[config.mk]
export PLATFORM = sky130hd
export DESIGN_NAME = pid_antiwindup_controller_core
export DESIGN_NICKNAME = d
export VERILOG_FILES = /design/src/rtl/core/pac_pkg.sv /design/src/rtl/core/pid_antiwindup_controller_core.sv /design/src/rtl/core/pac_step_unit.sv /design/src/rtl/core/pac_mac_unit.sv
export SDC_FILE = /design/constraint.sdc
export NUM_CORES = 2
export LEC_CHECK = 0
export BUFFER_PORTS_ARGS = -buffer_cell sky130_fd_sc_hd__buf_2
export CAP_MARGIN = 25
export CORE_ASPECT_RATIO = 0.6
export CORE_MARGIN = 1.5
export CORE_UTILIZATION = 45
export CTS_CLUSTER_DIAMETER = 80
export DETAILED_ROUTE_END_ITERATION = 6
export SYNTH_ARGS = -nofsm -noshare
export SYNTH_HDL_FRONTEND = slang
export SYNTH_SLANG_ARGS = --single-unit
[constraint.sdc]
create_clock -name clk -period 22.7 [get_ports clk]
set_clock_uncertainty 0.1 [all_clocks]
set_input_delay 1.135 -clock clk [delete_from_list [all_inputs] [get_ports clk]]
set_output_delay 1.135 -clock clk [all_outputs]
set_load 0.1 [all_outputs]
[src/rtl/core/pac_pkg.sv]
// Shared types, constants and helper functions of the PID controller core.
package pac_pkg;

	localparam int unsigned CFG_NUM = 8;
	localparam int unsigned ADDR_W = 5;
	localparam int unsigned DIV_BITS = 52;
	localparam logic [19:0] MICROS_PER_S = 20'd1000000;
	localparam logic [19:0] HALF_MICRO = 20'd500000;
	localparam logic [95:0] STEP_LIMIT = {44'd0, MICROS_PER_S, 32'd0} - {76'd0, HALF_MICRO};
	localparam logic [32:0] STEP_CAP = {1'b1, 32'd0};
	localparam logic [66:0] ROUND_HALF = 67'd32768;

	typedef logic signed [31:0] word_t;

	typedef enum logic [2:0] {
		REG_TARGET,
		REG_GAIN_P,
		REG_GAIN_I,
		REG_GAIN_D,
		REG_INTEG_HIGH,
		REG_INTEG_LOW,
		REG_DRIVE_HIGH,
		REG_DRIVE_LOW
	} cfg_reg_t;

	typedef enum logic [2:0] {
		CTL_IDLE,
		CTL_STEP,
		CTL_INTEG,
		CTL_MAC,
		CTL_ROUND,
		CTL_OUT
	} ctl_state_t;

	typedef enum logic [2:0] {
		STP_IDLE,
		STP_MUL,
		STP_RND,
		STP_DIV,
		STP_DONE
	} step_state_t;

	typedef enum logic [1:0] {
		MAC_IDLE,
		MAC_RUN,
		MAC_DONE
	} mac_state_t;

	typedef struct packed {
		logic [31:0] value;
		logic        hit;
	} clamp_t;

	function automatic word_t cfg_reset(cfg_reg_t r);
		word_t v;
		case (r)
			REG_TARGET:     v = 32'sd5898240;
			REG_GAIN_P:     v = 32'sd111411;
			REG_GAIN_I:     v = 32'sd52429;
			REG_GAIN_D:     v = 32'sd6554;
			REG_INTEG_HIGH: v = 32'sd6553600;
			REG_INTEG_LOW:  v = -32'sd6553600;
			REG_DRIVE_HIGH: v = 32'sd16711680;
			REG_DRIVE_LOW:  v = -32'sd16711680;
			default:        v = '0;
		endcase
		return v;
	endfunction

	// With crossed bounds, v below lo gives lo and any other v gives hi.
	function automatic clamp_t clamp_word(logic signed [50:0] v, word_t lo, word_t hi);
		clamp_t r;
		logic signed [50:0] lo_x;
		logic signed [50:0] hi_x;
		lo_x = $signed({{19{lo[31]}}, lo});
		hi_x = $signed({{19{hi[31]}}, hi});
		if (v < lo_x) begin
			r.value = lo;
			r.hit = 1'b1;
		end else if (v > hi_x) begin
			r.value = hi;
			r.hit = 1'b1;
		end else begin
			r.value = v[31:0];
			r.hit = 1'b0;
		end
		return r;
	endfunction

endpackage

[src/rtl/core/pid_antiwindup_controller_core.sv]
// Top level of the Q16.16 PID controller with clamped integral and clamped drive output.
// One request is taken at a time. It passes in order through the bit-serial multiply of
// error magnitude by elapsed microseconds, the rounding of the step, the restoring
// divide by one million, the integral clamp and the start of the multiply-accumulate,
// the three-lane bit-serial multiply-accumulate for the drive sum, the drive rounding
// and the drive clamp. The next request is stalled until the result has been loaded
// into the output register; that load waits while an earlier result is still stalled
// there. A finished result waits in the output register while the next request is
// accepted. Gains, setpoint and clamp bounds are to be written over the APB port only
// while the block is idle; the block itself does not enforce this.
module pid_antiwindup_controller_core (
	input  logic                       clk,
	input  logic                       arst_n,
	input  logic                       sample_valid,
	output logic                       sample_stall,
	input  logic [63:0]                timestamp_us,
	input  logic signed [31:0]         angle,
	input  logic signed [31:0]         rate,
	output logic                       result_valid,
	input  logic                       result_stall,
	output logic signed [31:0]         drive,
	output logic                       drive_saturated,
	input  logic                       psel,
	input  logic                       penable,
	input  logic                       pwrite,
	input  logic [pac_pkg::ADDR_W-1:0] paddr,
	input  logic [31:0]                pwdata,
	output logic [31:0]                prdata,
	output logic                       pready
);

	pac_pkg::ctl_state_t state_q, state_d;
	pac_pkg::word_t cfg_q [pac_pkg::CFG_NUM];

	logic [63:0]        last_q;
	pac_pkg::word_t     acc_q;
	pac_pkg::word_t     err_q;
	pac_pkg::word_t     rate_q;
	logic               neg_q;
	logic signed [50:0] raw_q;
	logic [31:0]        drive_q;
	logic               sat_q;
	logic               result_valid_q;

	logic               sample_accept;
	logic               step_start;
	logic               step_done;
	logic [32:0]        step_total;
	logic               mac_start;
	logic               mac_done;
	logic signed [65:0] mac_sum;
	logic               load_out;

	logic [32:0]        err_diff;
	pac_pkg::word_t     err_sat;
	logic [31:0]        mag_in;
	logic [63:0]        elapsed_in;
	logic [34:0]        step_ext;
	logic [34:0]        integ_sum;
	pac_pkg::clamp_t    integ_c;
	logic [66:0]        round_sum;
	pac_pkg::clamp_t    drive_c;

	assign pready = 1'b1;
	assign prdata = cfg_q[paddr[4:2]];

	assign sample_stall = (state_q != pac_pkg::CTL_IDLE);
	assign sample_accept = sample_valid && !sample_stall;
	assign result_valid = result_valid_q;
	assign drive = $signed(drive_q);
	assign drive_saturated = sat_q;

	assign err_diff = {cfg_q[pac_pkg::REG_TARGET][31], cfg_q[pac_pkg::REG_TARGET]}
		- {angle[31], angle};
	always_comb begin
		if (err_diff[32] != err_diff[31]) begin
			err_sat = err_diff[32] ? $signed({1'b1, 31'd0}) : $signed({1'b0, {31{1'b1}}});
		end else begin
			err_sat = $signed(err_diff[31:0]);
		end
	end
	assign mag_in = err_sat[31] ? (~err_sat + 32'd1) : err_sat;
	assign elapsed_in = timestamp_us - last_q;

	assign step_ext = neg_q ? (35'd0 - {2'b0, step_total}) : {2'b0, step_total};
	assign integ_sum = {{3{acc_q[31]}}, acc_q} + step_ext;
	assign integ_c = pac_pkg::clamp_word($signed({{16{integ_sum[34]}}, integ_sum}),
		cfg_q[pac_pkg::REG_INTEG_LOW], cfg_q[pac_pkg::REG_INTEG_HIGH]);

	assign round_sum = {mac_sum[65], mac_sum} + pac_pkg::ROUND_HALF;
	assign drive_c = pac_pkg::clamp_word(raw_q,
		cfg_q[pac_pkg::REG_DRIVE_LOW], cfg_q[pac_pkg::REG_DRIVE_HIGH]);

	pac_step_unit u_step (
		.clk     (clk),
		.arst_n  (arst_n),
		.start   (step_start),
		.mag     (mag_in),
		.elapsed (elapsed_in),
		.done    (step_done),
		.total   (step_total)
	);

	pac_mac_unit u_mac (
		.clk    (clk),
		.arst_n (arst_n),
		.start  (mac_start),
		.err    (err_q),
		.integ  (integ_c.value),
		.rate   (rate_q),
		.gain_p (cfg_q[pac_pkg::REG_GAIN_P]),
		.gain_i (cfg_q[pac_pkg::REG_GAIN_I]),
		.gain_d (cfg_q[pac_pkg::REG_GAIN_D]),
		.done   (mac_done),
		.sum    (mac_sum)
	);

	always_ff @(posedge clk or negedge arst_n) begin
		if (!arst_n) begin
			for (int i = 0; i < pac_pkg::CFG_NUM; i++) begin
				cfg_q[i] <= pac_pkg::cfg_reset(pac_pkg::cfg_reg_t'(i[2:0]));
			end
		end else if (psel && penable && pwrite) begin
			cfg_q[paddr[4:2]] <= pwdata;
		end
	end

	always_ff @(posedge clk or negedge arst_n) begin
		if (!arst_n) begin
			state_q <= pac_pkg::CTL_IDLE;
			last_q <= '0;
			acc_q <= '0;
			result_valid_q <= 1'b0;
		end else begin
			state_q <= state_d;
			if (sample_accept) last_q <= timestamp_us;
			if (state_q == pac_pkg::CTL_INTEG) acc_q <= integ_c.value;
			if (load_out) begin
				result_valid_q <= 1'b1;
			end else if (!result_stall) begin
				result_valid_q <= 1'b0;
			end
		end
	end

	always_ff @(posedge clk) begin
		if (sample_accept) begin
			err_q <= err_sat;
			rate_q <= rate;
			neg_q <= err_sat[31];
		end
		if (state_q == pac_pkg::CTL_ROUND) raw_q <= $signed(round_sum[66:16]);
		if (load_out) begin
			drive_q <= drive_c.value;
			sat_q <= drive_c.hit;
		end
	end

	always_comb begin
		state_d = state_q;
		step_start = 1'b0;
		mac_start = 1'b0;
		load_out = 1'b0;
		case (state_q)
			pac_pkg::CTL_IDLE: begin
				if (sample_accept) begin
					step_start = 1'b1;
					state_d = pac_pkg::CTL_STEP;
				end
			end
			pac_pkg::CTL_STEP: begin
				if (step_done) state_d = pac_pkg::CTL_INTEG;
			end
			pac_pkg::CTL_INTEG: begin
				mac_start = 1'b1;
				state_d = pac_pkg::CTL_MAC;
			end
			pac_pkg::CTL_MAC: begin
				if (mac_done) state_d = pac_pkg::CTL_ROUND;
			end
			pac_pkg::CTL_ROUND: state_d = pac_pkg::CTL_OUT;
			pac_pkg::CTL_OUT: begin
				if (!result_valid_q || !result_stall) begin
					load_out = 1'b1;
					state_d = pac_pkg::CTL_IDLE;
				end
			end
			default: state_d = pac_pkg::CTL_IDLE;
		endcase
	end

endmodule

[src/rtl/core/pac_step_unit.sv]
// Serial multiply by elapsed time and restoring divide by one million for the integral step.
module pac_step_unit (
	input  logic        clk,
	input  logic        arst_n,
	input  logic        start,
	input  logic [31:0] mag,
	input  logic [63:0] elapsed,
	output logic        done,
	output logic [32:0] total
);

	localparam logic [5:0] MUL_LAST = 6'd31;
	localparam logic [5:0] DIV_LAST = 6'(pac_pkg::DIV_BITS - 1);

	pac_pkg::step_state_t state_q, state_d;
	logic [5:0]  cnt_q;
	logic [31:0] mag_sr_q;
	logic [63:0] elp_q;
	logic [63:0] ph_q;
	logic [31:0] pl_q;
	logic [pac_pkg::DIV_BITS-1:0] nsr_q;
	logic [19:0] rem_q;
	logic [31:0] quot_q;
	logic        ovf_q;

	logic [64:0] mul_x;
	logic [95:0] n_sum;
	logic [20:0] div_t;
	logic [20:0] div_sub;
	logic        div_ge;

	assign mul_x = {1'b0, ph_q} + (mag_sr_q[0] ? {1'b0, elp_q} : 65'd0);
	assign n_sum = {ph_q, pl_q} + {76'd0, pac_pkg::HALF_MICRO};
	assign div_t = {rem_q, nsr_q[pac_pkg::DIV_BITS-1]};
	assign div_sub = div_t - {1'b0, pac_pkg::MICROS_PER_S};
	assign div_ge = div_t >= {1'b0, pac_pkg::MICROS_PER_S};

	assign done = (state_q == pac_pkg::STP_DONE);
	assign total = ovf_q ? pac_pkg::STEP_CAP : {1'b0, quot_q};

	always_ff @(posedge clk or negedge arst_n) begin
		if (!arst_n) begin
			state_q <= pac_pkg::STP_IDLE;
			cnt_q <= '0;
		end else begin
			state_q <= state_d;
			if (state_q == pac_pkg::STP_MUL || state_q == pac_pkg::STP_DIV) begin
				cnt_q <= cnt_q + 6'd1;
			end else begin
				cnt_q <= '0;
			end
		end
	end

	always_ff @(posedge clk) begin
		case (state_q)
			pac_pkg::STP_IDLE: begin
				if (start) begin
					mag_sr_q <= mag;
					elp_q <= elapsed;
					ph_q <= '0;
					pl_q <= '0;
				end
			end
			pac_pkg::STP_MUL: begin
				ph_q <= mul_x[64:1];
				pl_q <= {mul_x[0], pl_q[31:1]};
				mag_sr_q <= {1'b0, mag_sr_q[31:1]};
			end
			pac_pkg::STP_RND: begin
				nsr_q <= n_sum[pac_pkg::DIV_BITS-1:0];
				ovf_q <= {ph_q, pl_q} >= pac_pkg::STEP_LIMIT;
				rem_q <= '0;
				quot_q <= '0;
			end
			pac_pkg::STP_DIV: begin
				rem_q <= div_ge ? div_sub[19:0] : div_t[19:0];
				quot_q <= {quot_q[30:0], div_ge};
				nsr_q <= {nsr_q[pac_pkg::DIV_BITS-2:0], 1'b0};
			end
			default: begin
			end
		endcase
	end

	always_comb begin
		state_d = state_q;
		case (state_q)
			pac_pkg::STP_IDLE: begin
				if (start) state_d = pac_pkg::STP_MUL;
			end
			pac_pkg::STP_MUL: begin
				if (cnt_q == MUL_LAST) state_d = pac_pkg::STP_RND;
			end
			pac_pkg::STP_RND: state_d = pac_pkg::STP_DIV;
			pac_pkg::STP_DIV: begin
				if (cnt_q == DIV_LAST) state_d = pac_pkg::STP_DONE;
			end
			pac_pkg::STP_DONE: state_d = pac_pkg::STP_IDLE;
			default: state_d = pac_pkg::STP_IDLE;
		endcase
	end

endmodule

[src/rtl/core/pac_mac_unit.sv]
// Three-lane bit-serial signed multiply-accumulate of the proportional, integral and rate terms.
module pac_mac_unit (
	input  logic               clk,
	input  logic               arst_n,
	input  logic               start,
	input  pac_pkg::word_t     err,
	input  pac_pkg::word_t     integ,
	input  pac_pkg::word_t     rate,
	input  pac_pkg::word_t     gain_p,
	input  pac_pkg::word_t     gain_i,
	input  pac_pkg::word_t     gain_d,
	output logic               done,
	output logic signed [65:0] sum
);

	localparam logic [4:0] RUN_LAST = 5'd31;

	pac_pkg::mac_state_t state_q, state_d;
	logic [4:0]  cnt_q;
	logic [31:0] ep_sr_q;
	logic [31:0] ei_sr_q;
	logic [31:0] ed_sr_q;
	logic [33:0] h_q;
	logic [31:0] l_q;

	logic [33:0] t_p;
	logic [33:0] t_i;
	logic [33:0] t_d;
	logic [33:0] t_sum;
	logic [34:0] t_ext;
	logic [34:0] h_ext;
	logic [34:0] acc_x;

	assign t_p = ep_sr_q[0] ? {{2{gain_p[31]}}, gain_p} : 34'd0;
	assign t_i = ei_sr_q[0] ? {{2{gain_i[31]}}, gain_i} : 34'd0;
	assign t_d = ed_sr_q[0] ? {{2{gain_d[31]}}, gain_d} : 34'd0;
	assign t_sum = t_p + t_i + t_d;
	assign t_ext = {t_sum[33], t_sum};
	assign h_ext = {h_q[33], h_q};
	// The top multiplier bit carries negative weight in two's complement.
	assign acc_x = (cnt_q == RUN_LAST) ? (h_ext - t_ext) : (h_ext + t_ext);

	assign done = (state_q == pac_pkg::MAC_DONE);
	assign sum = $signed({h_q, l_q});

	always_ff @(posedge clk or negedge arst_n) begin
		if (!arst_n) begin
			state_q <= pac_pkg::MAC_IDLE;
			cnt_q <= '0;
		end else begin
			state_q <= state_d;
			if (state_q == pac_pkg::MAC_RUN) begin
				cnt_q <= cnt_q + 5'd1;
			end else begin
				cnt_q <= '0;
			end
		end
	end

	always_ff @(posedge clk) begin
		case (state_q)
			pac_pkg::MAC_IDLE: begin
				if (start) begin
					ep_sr_q <= err;
					ei_sr_q <= integ;
					ed_sr_q <= rate;
					h_q <= '0;
					l_q <= '0;
				end
			end
			pac_pkg::MAC_RUN: begin
				h_q <= acc_x[34:1];
				l_q <= {acc_x[0], l_q[31:1]};
				ep_sr_q <= {1'b0, ep_sr_q[31:1]};
				ei_sr_q <= {1'b0, ei_sr_q[31:1]};
				ed_sr_q <= {1'b0, ed_sr_q[31:1]};
			end
			default: begin
			end
		endcase
	end

	always_comb begin
		state_d = state_q;
		case (state_q)
			pac_pkg::MAC_IDLE: begin
				if (start) state_d = pac_pkg::MAC_RUN;
			end
			pac_pkg::MAC_RUN: begin
				if (cnt_q == RUN_LAST) state_d = pac_pkg::MAC_DONE;
			end
			pac_pkg::MAC_DONE: state_d = pac_pkg::MAC_IDLE;
			default: state_d = pac_pkg::MAC_IDLE;
		endcase
	end

endmodule

-- Yosys cells after proc, flatten, opt, wreduce, memory -nomap -nowiden
Index checks and enable logic that the tools add are counted.
- bits in registers: 980
- input bits: 172
- output and inout port bits: 68
- logic and storage cells: 168
- add/sub/neg operators: 15
- order comparisons: 8
- equal/unequal tests: 25
- mux-type cells: 61
- bitwise operators: 2
- reduce and logical (&&, ||, !) cells: 22
- operators by type and width (operator ; count):
    32-bit one-hot mux with 2 select lines ; 7
    32-bit two-way mux ; 12
    256-bit bitwise mux ; 1
    33-bit two-way mux ; 5
    34-bit two-way mux ; 4
    64-bit two-way mux ; 2
    64-bit one-hot mux with 2 select lines ; 1
    52-bit one-hot mux with 2 select lines ; 1
    32-bit binary-select mux with 3-bit select ; 1
    32-bit demux with 3-bit select ; 1
    96-bit by 52-bit greater-or-equal comparator with 1-bit output (second input constant) ; 1
    35-bit two-way mux ; 2
    34-bit adder ; 2
    34-bit one-hot mux with 2 select lines ; 1
    66-bit by 17-bit adder with 67-bit output (second input constant) ; 1
    64-bit by 64-bit adder with 65-bit output ; 1
    64-bit subtractor ; 1
    52-bit by 19-bit adder with 52-bit output (second input constant) ; 1
    51-bit by 32-bit greater-than comparator with 1-bit output ; 1
    51-bit by 32-bit < comparator with 1-bit output ; 1
    20-bit one-hot mux with 2 select lines ; 1
    34-bit by 34-bit adder with 35-bit output ; 1
    35-bit adder ; 1
    35-bit by 32-bit greater-than comparator with 1-bit output ; 1
    43 further kinds ; 82

-- Longest topological paths before layout
- depth after elaboration: 9
- depth in mapped cells: 38
- gate-level depth less buffers: 33

-- Cells and area by module
From an unflattened synthesis, not the netlist that was laid out.
- cell total of the unflattened synthesis: 6869
- area, all modules: 64729.6 µm²
- by module, submodules not included (module ; times used ; cells an instance ; area an instance (µm²) ; seq. area each (µm²)):
    pid_antiwindup_controller_core ; 1 ; 3802 ; 35078.6 ; 13430.4
    pac_step_unit ; 1 ; 1633 ; 16992.5 ; 9143.8
    pac_mac_unit ; 1 ; 1434 ; 12658.4 ; 5039.8

-- Worst setup path after synthesis
No wires, ideal clock.
- kind: input -> register
- start: in sample_valid
- end: reg u_step.mag_sr_q[0] (enable)
- setup time: 433 ps
- data arrival time: 9536 ps
- data required time: 22167 ps
- slack: 12631 ps
- stages on the path: 3
- buffers on the path: 0
- path through: nand2_1 > nor4_1 > or2_2
- word-level cells in the longest chain between the ends: 5
- ends and longest elaborated chain (what ; line ; text):
    start: declaration ; pid_antiwindup_controller_core.sv:14 ; input logic sample_valid,
    1-bit logical AND ; pid_antiwindup_controller_core.sv:68 ; assign sample_accept = sample_valid && !sample_stall;
    1-bit two-way mux ; pid_antiwindup_controller_core.sv:166 ; if (sample_accept) begin
    1-bit two-way mux ; pid_antiwindup_controller_core.sv:164 ; case (state_q)
    2-bit != test (no source line) ; n/a ;
    2-bit AND reduction (no source line) ; n/a ;
    end signal: assignment ; pac_step_unit.sv:59 ; mag_sr_q <= mag;
    end signal: assignment ; pac_step_unit.sv:68 ; mag_sr_q <= {1'b0, mag_sr_q[31:1]};
    end: declaration ; pac_step_unit.sv:17 ; logic [31:0] mag_sr_q;
Every way passes these cells.
A chain may end at the register's enable or synchronous reset.

-- Worst setup path after layout
- start: reg u_step.ovf_q
- end: reg u_mac.ei_sr_q[29] (data pin)
- word-level cells in the longest chain between the ends: 9
- elaborated cells between the ends (all ways): 10
- classes of those cells: add/sub: 2; order compare: 2; mux: 6
- ends and longest elaborated chain (what ; line ; text):
    start: declaration ; pac_step_unit.sv:24 ; logic ovf_q;
    start signal: assignment ; pac_step_unit.sv:72 ; ovf_q <= {ph_q, pl_q} >= pac_pkg::STEP_LIMIT;
    33-bit two-way mux * ; pac_step_unit.sv:39 ; assign total = ovf_q ? pac_pkg::STEP_CAP : {1'b0, quot_q};
    1-bit by 33-bit subtractor with 34-bit output ; pid_antiwindup_controller_core.sv:85 ; assign step_ext = neg_q ? (35'd0 - {2'b0, step_total}) : {2'b0, step_total};
    35-bit two-way mux * ; pid_antiwindup_controller_core.sv:85 ;
    35-bit adder * ; pid_antiwindup_controller_core.sv:86 ; assign integ_sum = {{3{acc_q[31]}}, acc_q} + step_ext;
    35-bit by 32-bit greater-than comparator with 1-bit output ; pac_pkg.sv:80 ; end else if (v > hi_x) begin
    33-bit two-way mux ; pac_pkg.sv:80 ;
    33-bit two-way mux * ; pac_pkg.sv:77 ; if (v < lo_x) begin
    32-bit two-way mux * ; pac_mac_unit.sv:63 ; if (start) begin
    32-bit one-hot mux with 2 select lines * ; pac_mac_unit.sv:61 ; case (state_q)
    end signal: assignment ; pac_mac_unit.sv:65 ; ei_sr_q <= integ;
    end signal: assignment ; pac_mac_unit.sv:75 ; ei_sr_q <= {1'b0, ei_sr_q[31:1]};
    end: declaration ; pac_mac_unit.sv:21 ; logic [31:0] ei_sr_q;
Mark *: on every way between the ends. The rest lies on a longest branch, timed or not. The select of a mux whose other input is x is not followed.

==> reports/metrics.yaml <==
clocking:
  cts_root_buf: "clkbuf_16"
  ctsHoldBuffers: 0
  clock_latency_ps: 730
  cts-htree-levels: 3
  cts_buffers: 99
  cts_sinks: 964
  post_cts_buffers: 0
  cts_resized: 0
  cts_tree: "done"
  clk_path_buf_depth: 3
  clkSlewWorstSetupHoldPaths_ps: 60
floorplan:
  initial_utilization_pct: 45.5
  ioPinCount: 240
  dieArea_sq_mm: 0.141
  core-area_sq_mm: 0.137
  die_h_microns: 292
  die_w_microns: 484
  rows: 105
route:
  drt_iter0_drc: 4978
  wl_per_cell_microns: 21.7
  drc: 0
  vias_per_cell: 5.83
  drtPass1Iterations: 6
  ant_nets: 0
  wirelength_mm: 186
  vias: 50000
power:
  cellInternalPower_mw: 4.74
  irDropWorstVdd_v: 0.0000695
  switching_share_pct: 40.6
  cellPowerDensity_mw_per_mm2: 116
  power.switching_mw: 3.24
  p_comb_share_pct: 43.9
  pwr-share-clk_pct: 21.7
  p_leak_nw: 29.6
  seqPwrFrac_pct: 34.4
yosys:
  ys_warn_count: 0
  synth_edf_count: 592
  yosysSeqAreaShare_pct: 43.5
  ys_types: 110
  synth-async-reset-ratio_pct: 38.6
  avgSynthCellArea_sq_um: 9.55
  ys_ff_latch: 964
  ys.flop_type: "edfxtp_1"
  syn_inst: 6543
  syn_area_sq_mm: 0.0625
  syn-num-nets: 7194
final_layout:
  finalCoreUtilization_pct: 50.3
  drive_above_1_share_pct: 11.3
  fin_nets: 7317
  final_common_cell: "nand2_1"
  area_growth_pct: 10.5
  mostFrequentLayoutCells: "863 x nand2_1, 592 x edfxtp_1, 505 x o21ai_0"
placement:
  dp_hpwl_mm: 140
  gp_congestion: 0.938
  io_buffer_count: 236
critical_path:
  crit_arrival_ps: 10040
  crit_path_start_kind: "flip-flop"
  worstPathRequired_ps: 22970
  critPathMaxStageDelay_ps: 800
  crit_fanout: 30
  cp_slowest_cell: "a2111oi_0"
  worstSetupEndpointType: "flip-flop"
  crit_type: "reg -> reg"
grt:
  grt_max_degree: 148
  grt_overflow_total: 0
  grt_usage_pct: 26.0
  grt_pass1_vias: 46500
  antenna_found_initial: 14
  grt_pass1_wl_mm: 286
sta:
  worst_pin_slew_ps: 1170
  rsz0062_at_grt: "false"
  drv_slew: 0
  fin_crit_ps: 9760
  max_clock_freq_ghz: 0.102
  fin_setup_tns_ps: 0
  slew_headroom_pct: 22.1
  setup_viol_count_final: 0
  period_share_pct: 43.0
  hold_viol: 0
job:
  drv_cap: 0
outcome:
  status: "completed"
min_path:
  hold_class: "in -> async"
state kept, by name, summed over array words and instances (netlist names), 3 cells and up:
name and cells:
cfg_q 256, last_q 64, u_step.elp_q 64, u_step.ph_q 64, u_step.nsr_q 52, raw_q 51
u_mac.h_q 34, acc_q 32, drive 32, err_q 32, rate_q 32, u_mac.ed_sr_q 32
u_mac.ei_sr_q 32, u_mac.ep_sr_q 32, u_step.mag_sr_q 32, u_step.pl_q 32, u_step.quot_q 32, u_step.rem_q 20
u_mac.l_q 17, u_step.cnt_q 6, u_mac.cnt_q 5, state_q 3, u_step.state_q 3
metal layers:
layer  track usage [%]  share of wire (%)  up-vias
met1              44.2                 53    24300
met2              32.9                 37     1760
met4              4.76                1.5       10
met5                 0              0.030        -
met3              4.71                8.5      201
li1                  -                  -    23700
path summary, 6_finish.rpt:
path | cells after the start | slack, ps | start | to
min in group clk | 1 | 360 | u_step.cnt_q[0] | u_step.cnt_q[0]
worst min-delay path | 1 | 220 | arst_n | last_q[50]
worst max-delay path | 34 | 12940 | u_step.ovf_q | u_mac.ei_sr_q[29]
worst max register to register | 34 | 12940 | u_step.ovf_q | u_mac.ei_sr_q[29]
worst min register to register | 1 | 360 | u_step.cnt_q[0] | u_step.cnt_q[0]
max in group asynchronous | 4 | 19350 | arst_n | cfg_q[62]
stage by stage:
step           hold slack (ps)  power [mW]  area (sq um)  setup slack (ps)  cells
5_1_grt                    222        8.53         69000             12200   8572
6_report                   215        7.98         69000             12940   8573
4_1_cts                    193        7.99         69000             12710   8569
3_5_place_dp               353        6.23         65600             12760   8381
3_3_place_gp               348        6.16         65500             12890   8376
2_1_floorplan              333        5.29         62500             12630   6543
cell usage after synthesis (all sizes together) (48+ instances only):
cell | number | area share (%)
nor2 | 445 | 2.7
o21a | 48 | 0.58
a21oi | 415 | 3.4
nor3 | 70 | 0.58
and3 | 90 | 0.90
mux2 | 146 | 2.6
a22oi | 134 | 1.6
nand3 | 102 | 0.82
dfrtp | 310 | 12
inv | 396 | 2.4
dfstp | 62 | 2.6
nand2b | 56 | 0.56
ha | 441 | 8.8
and2 | 155 | 1.6
edfxtp | 592 | 28
mux2i | 82 | 1.3
nor2b | 82 | 0.82
a21o | 184 | 2.2
nand4 | 132 | 1.3
clkbuf | 263 | 1.6
nand2 | 864 | 5.2
xor2 | 184 | 2.6
o21ai | 532 | 4.3
xnor2 | 227 | 3.2
critical path, delay by kind of cell (launching register included):
kind | cells | cell delay (ps)
AND/OR/NAND/NOR | 10 | 1720
multiplexers | 2 | 400
flip-flops | 1 | 320
buffers and inverters | 5 | 1530
AO/OA/AOI/OAI | 14 | 4240
adder cells (fa/ha/maj) | 3 | 1060
power by group through the flow:
stage | Clock [mW] | Combinational (mW) | Sequential (mW)
2_1_floorplan | 0 | 2.62 | 2.67
3_3_place_gp | 0 | 3.39 | 2.77
3_5_place_dp | 0 | 3.46 | 2.78
4_1_cts | 1.77 | 3.48 | 2.74
5_1_grt | 1.84 | 3.91 | 2.79
6_report | 1.73 | 3.50 | 2.75
kinds of logic after synthesis:
family | Yosys count | share of synthesized area [%]
buf+inv | 678 | 4.10
other cells | 1 | 0.00600
xor+xnor | 411 | 5.78
fa+ha+maj | 479 | 10.1
mux | 228 | 3.95
flops | 964 | 43.5
compound gates | 1648 | 16.5
simple gates | 2134 | 16.1
area by class of cell:
class	instances	area [sq um]
clock inverter	42	473
multi-input combinational	4901	32900
tap	1819	2280
timing repair buffer	303	1760
antenna	1	2.50
clock buffer	146	2900
inverter	397	1500
fill	12700	68200
sequential	964	27200
Power figures use the tool's default switching activity.
